$ cat src/rtl/tebal_pkg.sv
package tebal_pkg;

  localparam int unsigned AddrW = 32;
  localparam int unsigned CmdW = 3;
  localparam int unsigned PaddrW = 2;

  localparam logic [AddrW-1:0] LowAlignMask = 32'd63;
  localparam logic [PaddrW-1:0] RegRamEndAddr = 2'd0;

  typedef enum logic [CmdW-1:0] {
    CMD_INIT         = 3'd0,
    CMD_ALLOC_LOW    = 3'd1,
    CMD_ALLOC_ABOVE  = 3'd2,
    CMD_ALLOC_HIGH   = 3'd3,
    CMD_LOW_ALIGNED  = 3'd4,
    CMD_HIGH_ALIGNED = 3'd5,
    CMD_QUERY        = 3'd6
  } cmd_t;

  typedef struct packed {
    logic [CmdW-1:0]  command;
    logic [AddrW-1:0] alloc_size;
    logic [AddrW-1:0] address_arg;
    logic [AddrW-1:0] align_mask;
    logic [AddrW-1:0] size_plus_mask;
    logic [AddrW-1:0] size_plus_low;
    logic [AddrW-1:0] program_end;
  } req_t;

endpackage

$ cat src/rtl/tebal_apb_regs.sv
module tebal_apb_regs
  import tebal_pkg::*;
(
  input  logic              clk,
  input  logic              rst,
  input  logic              psel,
  input  logic              penable,
  input  logic              pwrite,
  input  logic [PaddrW-1:0] paddr,
  input  logic [31:0]       pwdata,
  output logic [31:0]       prdata,
  output logic              pready,
  output logic [AddrW-1:0]  ram_end
);

  logic wr_en;

  assign pready = 1'b1;
  assign wr_en = psel && penable && pwrite && (paddr == RegRamEndAddr);

  always_ff @(posedge clk) begin
    if (rst) begin
      ram_end <= '0;
    end else if (wr_en) begin
      ram_end <= pwdata;
    end
  end

  assign prdata = (paddr == RegRamEndAddr) ? ram_end : 32'd0;

endmodule

$ cat src/rtl/tebal_in_stage.sv
module tebal_in_stage
  import tebal_pkg::*;
(
  input  logic             clk,
  input  logic             rst,
  input  logic             req_valid,
  output logic             req_ready,
  input  logic [CmdW-1:0]  command,
  input  logic [AddrW-1:0] alloc_size,
  input  logic [AddrW-1:0] address_arg,
  input  logic             advance,
  output logic             stage_valid,
  output req_t             stage_req
);

  req_t req_next;

  // operand sums prepared here so the core path stays short
  always_comb begin
    req_next.command        = command;
    req_next.alloc_size     = alloc_size;
    req_next.address_arg    = address_arg;
    req_next.align_mask     = address_arg - 32'd1;
    req_next.size_plus_mask = alloc_size + address_arg - 32'd1;
    req_next.size_plus_low  = alloc_size + LowAlignMask;
    req_next.program_end    = address_arg + alloc_size;
  end

  assign req_ready = !stage_valid || advance;

  always_ff @(posedge clk) begin
    if (rst) begin
      stage_valid <= 1'b0;
    end else if (req_ready) begin
      stage_valid <= req_valid;
    end
  end

  always_ff @(posedge clk) begin
    if (req_valid && req_ready) begin
      stage_req <= req_next;
    end
  end

endmodule

$ cat src/rtl/tebal_alloc_core.sv
module tebal_alloc_core
  import tebal_pkg::*;
(
  input  logic             clk,
  input  logic             rst,
  input  logic [AddrW-1:0] ram_end,
  input  logic             stage_valid,
  input  req_t             stage_req,
  output logic             advance,
  output logic             rsp_valid,
  input  logic             rsp_ready,
  output logic [AddrW-1:0] block_address,
  output logic [AddrW-1:0] free_bytes,
  output logic             marks_crossed
);

  logic [AddrW-1:0] low_mark;
  logic [AddrW-1:0] high_mark;
  logic [AddrW-1:0] low_mark_next;
  logic [AddrW-1:0] high_mark_next;
  logic [AddrW-1:0] addr_next;
  logic [AddrW-1:0] low_base;
  logic [AddrW-1:0] low_mask;
  logic [AddrW-1:0] low_addr;
  logic [AddrW-1:0] high_sub;
  logic [AddrW-1:0] high_mask;
  logic [AddrW-1:0] high_addr;
  cmd_t             cmd;

  assign cmd = cmd_t'(stage_req.command);
  assign advance = stage_valid && (!rsp_valid || rsp_ready);

  always_comb begin
    low_base = ((cmd == CMD_ALLOC_ABOVE) && (low_mark < stage_req.address_arg))
               ? stage_req.address_arg : low_mark;
    low_mask = (cmd == CMD_LOW_ALIGNED) ? stage_req.align_mask : LowAlignMask;
    low_addr = (low_base + low_mask) & ~low_mask;
    high_sub = (cmd == CMD_HIGH_ALIGNED) ? stage_req.size_plus_mask
                                         : stage_req.size_plus_low;
    high_mask = (cmd == CMD_HIGH_ALIGNED) ? stage_req.align_mask : LowAlignMask;
    high_addr = (high_mark - high_sub) & ~high_mask;
  end

  always_comb begin
    low_mark_next  = low_mark;
    high_mark_next = high_mark;
    addr_next      = '0;
    unique case (cmd)
      CMD_INIT: begin
        low_mark_next  = stage_req.program_end;
        high_mark_next = ram_end;
      end
      CMD_ALLOC_LOW, CMD_ALLOC_ABOVE, CMD_LOW_ALIGNED: begin
        addr_next     = low_addr;
        low_mark_next = low_addr + stage_req.alloc_size;
      end
      CMD_ALLOC_HIGH, CMD_HIGH_ALIGNED: begin
        addr_next      = high_addr;
        high_mark_next = high_addr;
      end
      CMD_QUERY: begin
      end
      default: begin
      end
    endcase
  end

  always_ff @(posedge clk) begin
    if (rst) begin
      low_mark  <= '0;
      high_mark <= '0;
      rsp_valid <= 1'b0;
    end else if (advance) begin
      low_mark  <= low_mark_next;
      high_mark <= high_mark_next;
      rsp_valid <= 1'b1;
    end else if (rsp_ready) begin
      rsp_valid <= 1'b0;
    end
  end

  always_ff @(posedge clk) begin
    if (advance) begin
      block_address <= addr_next;
    end
  end

  // marks only move when a new word is loaded, so these track the held result
  assign free_bytes    = high_mark - low_mark;
  assign marks_crossed = low_mark > high_mark;

endmodule

$ cat src/rtl/two_ended_bump_allocator.sv
// response path: an accepted request is registered in the input register, then in the result register
// throughput: one word per cycle while rsp_ready is held high, limited by the single mark update path
// reset (rst, synchronous, active high): low mark, high mark and ram_end clear
// to zero, both pipeline stages empty
module two_ended_bump_allocator
  import tebal_pkg::*;
(
  input  logic              clk,
  input  logic              rst,
  input  logic              psel,
  input  logic              penable,
  input  logic              pwrite,
  input  logic [PaddrW-1:0] paddr,
  input  logic [31:0]       pwdata,
  output logic [31:0]       prdata,
  output logic              pready,
  input  logic              req_valid,
  output logic              req_ready,
  input  logic [CmdW-1:0]   command,
  input  logic [AddrW-1:0]  alloc_size,
  input  logic [AddrW-1:0]  address_arg,
  output logic              rsp_valid,
  input  logic              rsp_ready,
  output logic [AddrW-1:0]  block_address,
  output logic [AddrW-1:0]  free_bytes,
  output logic              marks_crossed
);

  logic [AddrW-1:0] ram_end;
  logic             stage_valid;
  req_t             stage_req;
  logic             advance;

  tebal_apb_regs u_regs (
    .clk     (clk),
    .rst     (rst),
    .psel    (psel),
    .penable (penable),
    .pwrite  (pwrite),
    .paddr   (paddr),
    .pwdata  (pwdata),
    .prdata  (prdata),
    .pready  (pready),
    .ram_end (ram_end)
  );

  tebal_in_stage u_in (
    .clk         (clk),
    .rst         (rst),
    .req_valid   (req_valid),
    .req_ready   (req_ready),
    .command     (command),
    .alloc_size  (alloc_size),
    .address_arg (address_arg),
    .advance     (advance),
    .stage_valid (stage_valid),
    .stage_req   (stage_req)
  );

  tebal_alloc_core u_core (
    .clk           (clk),
    .rst           (rst),
    .ram_end       (ram_end),
    .stage_valid   (stage_valid),
    .stage_req     (stage_req),
    .advance       (advance),
    .rsp_valid     (rsp_valid),
    .rsp_ready     (rsp_ready),
    .block_address (block_address),
    .free_bytes    (free_bytes),
    .marks_crossed (marks_crossed)
  );

endmodule

$ cat config.mk
export PLATFORM = sky130hd
export DESIGN_NAME = two_ended_bump_allocator
export DESIGN_NICKNAME = d
export VERILOG_FILES = /design/src/rtl/tebal_pkg.sv /design/src/rtl/tebal_apb_regs.sv /design/src/rtl/tebal_in_stage.sv /design/src/rtl/tebal_alloc_core.sv /design/src/rtl/two_ended_bump_allocator.sv
export SDC_FILE = /design/constraint.sdc
export NUM_CORES = 1
export LEC_CHECK = 0
export ABC_AREA = 1
export BUFFER_PORTS_ARGS = -buffer_cell sky130_fd_sc_hd__buf_2
export CAP_MARGIN = 40
export CORE_UTILIZATION = 47
export DETAILED_ROUTE_END_ITERATION = 12
export PLACE_DENSITY_LB_ADDON = 0.2
export SLEW_MARGIN = 20
export SYNTH_ARGS = -nofsm -noshare
export SYNTH_HDL_FRONTEND = slang
export SYNTH_HIERARCHICAL = 1
export SYNTH_SLANG_ARGS = --single-unit
$ cat constraint.sdc
create_clock -name clk -period 19.1 [get_ports clk]
set_clock_uncertainty 0.05 [all_clocks]
set_input_delay 4.775 -clock clk [delete_from_list [all_inputs] [get_ports clk]]
set_output_delay 4.775 -clock clk [all_outputs]
set_load 0.01 [all_outputs]
==> impl_results.md, run 1 <==
* Initial DRC count at 1728
* Initial antenna violation count at 3
* Dpl hpwl at 62120 um
* Maximum clock insertion buffer count at 3
* Synthesized cell area at around 0.025 mm^2
* Setup_tns at 0 ps
* Status: complete, no violations
* Worst-path clk slew at about 60 ps
* Post-CTS setup buffers at 0
* Worst VDD drop at 58.14 uV
* R2R cell count at 39
* Library cells used by synthesis at 64
* Min Tclk post-route at 10750 ps
* IO Count at 208
* Root buffer cell: clkbuf_16
* Vias at roughly 22000
* Sequential area share after synthesis at 0.3552
* Die H at 231.3 um
* Setup crit end kind: output pin
* CTS Buf Count at 39
* Worst Hold End: u_core/low_mark[31]
* Final Hold Viols at 0
* Avg Vias per Cell at around 5.3
* Gate Count Post-Synth at 3338
* Hold wc startpoint: u_core/low_mark[31]
* Htree depth at 2
* CP max FO at 35
* Startpoint Class: primary input
* CTS tree: done
* PwrDens at 81.55 mW/mm^2
* Worst R2R Setup Slack at 12380 ps
* Pin count of the biggest net entering global routing at 196
* First-pass GRT wire length at ~120000 um
* Nets@finish at roughly 3800
* Worst r2r src: u_in/stage_req[192]
* Final worst path period share at 0.5627
* Hold crit path type: register to register
* MaxCap Viol Count at 0
* Final Max Slew Viols at 0
* Dpl ws at 8332 ps
* Syn Area/Cell at roughly 7.4 um^2
* Measured slew at the worst slew-check pin at 1012 ps
* Crit Path Category: primary input to output pin
* Fmax at slightly above 90 MHz
* Share of cells above drive strength 1 at 0.1188
* Slew Limit Headroom at 0.3256
* Crit path DAT at ~5900 ps
* Ys async rst share at 0
* Setup violations, final at 0
* Area grow syn2layout at 12.84%
* Clock sinks at 325
* Hold Crit Depth at 2
* Clock latency on the worst-skew pair at 570 ps
* Post-synth EDFFs at 227
* Overall routing resource usage at 0.2828
* I/O Buffers at 206
* YS warnings at 6
* Setup ws final at 8353 ps
* Chip Width at 231.3 um
* Vias in the first global route at between 20000 and 25000
* CTS resizes at 0
* TritonRoute pass-1 iters at 5
* Site Rows at 83
* Top FF cell, synth: edfxtp_1
* Initial core utilization at 0.4788
* Post-CTS Hold Fix Bufs at 0
* Core area at 0.05161 mm^2
* Syn_nets at 3641
* Final ANT Viol Nets at 0
* Critical Path RT at 14280 ps
* Routability congestion estimate at 0.9673
* # DRC at 0
* Leak at 13.57 nW
* GR Overflow Total at 0
* R2r endpoint: u_core/low_mark[31]
* Die area at 0.05351 mm^2
* Drt total wl at 76380 um
* RSZ-0062 raised after global routing: no
* Routed length per instance at 17.96 um
* Flops & latches, synth at 325
cells in the mapped netlist, drive strengths merged (7+ instances only):
cell      n  share of area
and2      7         0.0019
xor2     98          0.035
ha      190          0.096
nor2    432          0.070
edfxtp  227           0.28
o221ai   10         0.0035
a21boi   10         0.0036
mux2i    31          0.013
dfxtp    98          0.079
inv     513          0.078
o211ai   17         0.0052
nand2   806           0.13
xnor2    54          0.019
a221oi    7         0.0025
nor4      8         0.0025
clkbuf   40         0.0061
nand4    37         0.0096
buf      22         0.0053
a31oi    20         0.0051
o21ai   168          0.036
nor3     27         0.0065
a21oi   272          0.057
o21bai   16         0.0049
o21a     12         0.0036
nand3   161          0.035
metrics by stage:
step | hold slack [ps] | std cells | util | power (mW) | instance area, um^2
5_1_grt | 464.5 | 4253 | 0.5403 | 2.391 | 27890
3_5_place_dp | 430.9 | 4178 | 0.5147 | 1.515 | 26560
3_3_place_gp | 427.2 | 4174 | 0.5129 | 1.508 | 26470
4_1_cts | 440.3 | 4250 | 0.5402 | 2.282 | 27880
2_1_floorplan | 412.1 | 3338 | - | 1.311 | 24720
6_report | 437.7 | 4253 | 0.5403 | 2.274 | 27890
routing by layer:
metal	up-vias	track usage	share of wire
met5	-	0	0
met4	0	0.09375	0.029
met3	114	0.03260	0.057
met2	661	0.4469	0.44
met1	10209	0.4004	0.47
li1	11404	-	-
how the worst max path moves through the flow:
stage	start	end
2_1_floorplan	rsp_ready	u_in/stage_req[0]
3_3_place_gp	rsp_ready	req_ready
3_5_place_dp	rsp_ready	req_ready
4_1_cts	rsp_ready	req_ready
5_1_grt	rsp_ready	req_ready
6_report	rsp_ready	req_ready
logic make-up after synthesis:
group | Yosys count | synth area share
muxes | 31 | 0.01256
adders and majority gates | 195 | 0.1002
and+or+nand+nor | 1497 | 0.2584
AOI/OAI and AO/OA | 558 | 0.1297
other | 1 | 0.0001517
buffers and inverters | 579 | 0.08991
DFF | 325 | 0.3552
xor gates and xnor gates | 152 | 0.05386
state kept, by name, indices dropped and copies added, names as in the netlist:
register	count
u_core/low_mark	32
u_core/block_address	32
u_in/stage_req	195
u_core/rsp_valid	1
u_regs/ram_end	32
u_in/stage_valid	1
u_core/high_mark	32
layout make-up:
class / count / area [um^2]
multi-input cells: 2434 / 13770
inverters: 517 / 1941
well taps: 680 / 850.8
fillers: 5165 / 23730
diodes: 3 / 7.507
flip-flops and latches: 325 / 8778
clock inverters: 19 / 197.7
clock buffers: 53 / 1120
repair buffers: 222 / 1219
critical path: stages:
cell	delay, ps
buf_2	70
inv_1	60
a21oi_4	110
buf_4	480
inv_1	180
nand2_1	110
buf_2	130
power breakdown:
part           internal [mW]  switching (mW)  total, mW
Sequential             0.819          0.0269      0.845
Combinational          0.225           0.440      0.664
Clock                  0.455           0.310      0.764
cell usage in the layout, fill, tap and decap left out, drive strengths merged, types with 16 or more instances in the layout:
cell / netlist / routed
nand2: 806 / 806
inv: 513 / 516
nor2: 432 / 432
a21oi: 272 / 272
edfxtp: 227 / 227
buf: 22 / 222
ha: 190 / 190
o21ai: 168 / 168
nand3: 161 / 161
xor2: 98 / 98
dfxtp: 98 / 98
xnor2: 54 / 54
clkbuf: 40 / 53
nand4: 37 / 37
mux2i: 31 / 31
nor3: 27 / 27
a31oi: 20 / 20
o211ai: 17 / 17
o21bai: 16 / 16
clkinv: 4 / 16
Power figures use the tool's default switching activity.
==> run 2, diff against run 1 <==
--- a/config.mk
+++ b/config.mk
@@ -5,7 +5,7 @@
 export SDC_FILE = /design/constraint.sdc
 export NUM_CORES = 1
 export LEC_CHECK = 0
-export ABC_AREA = 1
+export ABC_AREA = 0
 export BUFFER_PORTS_ARGS = -buffer_cell sky130_fd_sc_hd__buf_2
 export CAP_MARGIN = 40
 export CORE_UTILIZATION = 47
==> constraint.sdc (replaced) <==
create_clock -name clk -period 10.7 [get_ports clk]
set_clock_uncertainty 0.05 [all_clocks]
set_input_delay 2.675 -clock clk [delete_from_list [all_inputs] [get_ports clk]]
set_output_delay 2.675 -clock clk [all_outputs]
set_load 0.01 [all_outputs]
==> impl_results.md, run 2 <==
* CP max stage delay at 780 ps (was 480 ps)
* Synthesized cell area at 0.02375 mm^2 (was 0.02471 mm^2)
* Fmax at 112.5 MHz
* RSZ-0062 raised after global routing: no (unchanged)
* TritonRoute pass-1 iters at 7 (was 5)
* Avg Vias per Cell at 5.911 (was 5.264)
* Area grow syn2layout at 12.25% (was 12.84%)
* YS warnings at 6 (unchanged)
* Leak at 10.96 nW (was 13.57 nW)
* Hold WS at 428.1 ps (was 437.7 ps)
* Initial DRC count at 2043 (was 1728)
* Measured slew at the worst slew-check pin at 861.0 ps (was 1012 ps)
* Inst Count DP at 3381 (was 4178)
* Library cells used by synthesis at 103 (was 64)
* CP max FO at 20 (was 35)
* Min Tclk post-route at 8893 ps
* Most common library cells after synthesis: nand2_1 (235), edfxtp_1 (227), nor2_1 (198) (was nand2_1 (772), inv_1 (497), nor2_1 (405))
* Final Hold Viols at 0 (unchanged)
* Post-synth EDFFs at 227 (unchanged)
* Most common cell after layout, fill and taps aside: nand2_1 (unchanged)
* Top cell type's share of synthesized area at 0.2870 (was 0.2758)
* Site Rows at 82 (was 83)
* Syn_nets at 2880 (was 3641)
* Max reg flops at 195 (unchanged)
* Worst-path clk slew at 60 ps (about the same)
* Syn Area/Cell at 9.217 um^2 (was 7.404 um^2)
* Fin util at 0.5336 (was 0.5403)
* Final Cell Area at 0.02666 mm^2 (was 0.02789 mm^2)
* CTS resizes at 0 (unchanged)
* Chip Width at 226.8 um (was 231.3 um)
* First-pass GRT wire length at 111300 um (was 115300 um)
* Clock latency on the worst-skew pair at 570 ps (about the same)
* CTS tree: done (unchanged)
* Initial core utilization at 0.4754 (was 0.4788)
* Top-count cell post-synth: nand2_1 (unchanged)
* Yosys top cell by area: edfxtp_1 (unchanged)
* Crit Path Category: register to register (was primary input to output pin)
* Worst path slowest cell: a311oi_1 (was buf_4)
* Nets@finish at 3056 (was 3842)
* Setup crit end kind: register (was output pin)
* Initial antenna violation count at 3 (unchanged)
* Startpoint Class: register (was primary input)
* Final Non-Filler Cells at 3458 (was 4253)
* Post-CTS setup buffers at 0 (unchanged)
* Die area at 0.05144 mm^2 (was 0.05351 mm^2)
* Sequential area share after synthesis at 0.3696 (was 0.3552)
* Clock sinks at 325 (unchanged)
* Worst VDD drop at 91.73 uV (was 58.14 uV)
* Final ANT Viol Nets at 0 (unchanged)
* Post-CTS Hold Fix Bufs at 0 (unchanged)
* Top FF cell, synth: edfxtp_1 (unchanged)
* Final Max Slew Viols at 0 (unchanged)
* CTS Buf Count at 40 (was 39)
* Critical Path RT at 11130 ps (was 14280 ps)
* MaxCap Viol Count at 0 (unchanged)
* Root buffer cell: clkbuf_16 (unchanged)
* Biggest register: u_in/stage_req (unchanged)
* Htree depth at 2 (unchanged)
* Vias in the first global route at 18967 (was 21010)
* Synth top area cells: edfxtp_1 (29%), ha_1 (10%), dfxtp_1 (8.3%) (was edfxtp_1 (28%), nand2_1 (12%), ha_1 (9.6%))
* Setup_tns at 0 ps (unchanged)
* Most frequent cells in the layout: nand2_1 (234), edfxtp_1 (227), buf_2 (206) (was nand2_1 (772), inv_1 (497), nor2_1 (405))
* Critical Path Most Common Cell: a21oi_1
* I/O Buffers at 206 (unchanged)
* Post-Place Cell Area at 0.02539 mm^2 (was 0.02656 mm^2)
* GR Overflow Total at 0 (unchanged)
* IO Count at 208 (unchanged)
* Core area at 0.04997 mm^2 (was 0.05161 mm^2)
* Ys async rst share at 0 (unchanged)
* Slew Limit Headroom at 0.4221 (was 0.3256)
* Share of cells above drive strength 1 at 0.1262 (was 0.1188)
* Setup violations, final at 0 (unchanged)
* Dpl hpwl at 59240 um (was 62120 um)
* Gate Count Post-Synth at 2577 (was 3338)
* Die H at 226.8 um (was 231.3 um)
* Flops & latches, synth at 325 (unchanged)
* PwrDens at 150.9 mW/mm^2 (was 81.55 mW/mm^2)
* Vias at 20440 (was 22388)
* Hold crit path type: register to register (unchanged)
* Routability congestion estimate at 0.9369 (was 0.9673)
* # DRC at 0 (unchanged)
* Drt total wl at 75810 um (was 76380 um)
* Final worst path period share at 0.8311
* Routed length per instance at 21.92 um (was 17.96 um)
* Status: complete, no violations (unchanged)
* Pin count of the biggest net entering global routing at 135 (was 196)
* Crit path DAT at 9330 ps (was 5920 ps)
* Overall routing resource usage at 0.2893 (was 0.2828)
* Maximum clock insertion buffer count at 3 (unchanged)
-- run 2: cell count changes after synthesis, moves of 31 or more --
cell	previous run	this run
nand3_1	150	53
nor2_1	405	198
inv_1	497	131
a21oi_1	264	184
nand2b_1	0	95
a211oi_1	4	62
nor3_1	22	53
a21o_1	6	69
and2_1	6	66
mux2i_1	31	69
xnor2_1	54	105
a311oi_1	0	31
nand2_2	31	0
nand2_1	772	235
-- run 2: path summary, 6_finish.rpt --
path	start	endpoint	slack, ps	cells after the start
max	u_in/stage_req[158]	u_core/low_mark[31]	1810	31
min	u_in/stage_valid	u_core/rsp_valid	430	2
max reg2reg	u_in/stage_req[158]	u_core/low_mark[31]	1810	31
min reg2reg	u_in/stage_valid	u_core/rsp_valid	430	2
-- run 2: per-stage QoR --
stage	total power, mW	setup WS (ps)
after floorplan	2.359	1642
after global placement	2.718	2201
after detailed placement	2.739	2036
after CTS	4.024	2022
after global routing	4.208	1371
final	4.022	1807
-- run 2: kinds of logic (layout without fill, tap and decap cells) --
logic type | count (synthesis) | count (layout) | synth area share
AOI/OAI and AO/OA | 685 | 685 | 0.1963
xor gates and xnor gates | 200 | 200 | 0.07407
adders and majority gates | 195 | 195 | 0.1043
buffers and inverters | 221 | 426 | 0.03872
DFF | 325 | 325 | 0.3696
muxes | 70 | 70 | 0.02955
other | 1 | 5 | 0.0001579
and+or+nand+nor | 880 | 880 | 0.1873
-- run 2: final cells by class --
| cell class | count | area (um^2) |
|---|---|---|
| inverters | 131 | 491.7 |
| repair buffers | 224 | 1225 |
| fillers | 4613 | 23300 |
| well taps | 672 | 840.8 |
| clock buffers | 48 | 1061 |
| multi-input cells | 2031 | 14090 |
| clock inverters | 23 | 165.2 |
| diodes | 4 | 10.01 |
| flip-flops and latches | 325 | 8778 |
-- run 2: power by group --
group	internal, mW	leakage, nW	switching [mW]
combinational	0.459	7.38	0.766
sequential	1.47	2.98	0.0466
clock	0.733	0.599	0.549
-- run 2: worst max-delay path: cells and delay by family, from the launching register on --
family,cells,cell delay (ps)
AOI/OAI and AO/OA,16,4120
xor gates and xnor gates,1,160
adders and majority gates,3,1240
buffers and inverters,1,40
DFF,1,340
and+or+nand+nor,10,2840
-- run 2: routing by layer --
metal	wire length, um	GRT usage	up-vias	share of wire
met3	5596	0.03991	90	0.074
met5	0	0	-	0
met4	1667	0.07432	0	0.022
met2	31680	0.4295	790	0.42
met1	36870	0.4364	9722	0.49
li1	-	-	9838	-
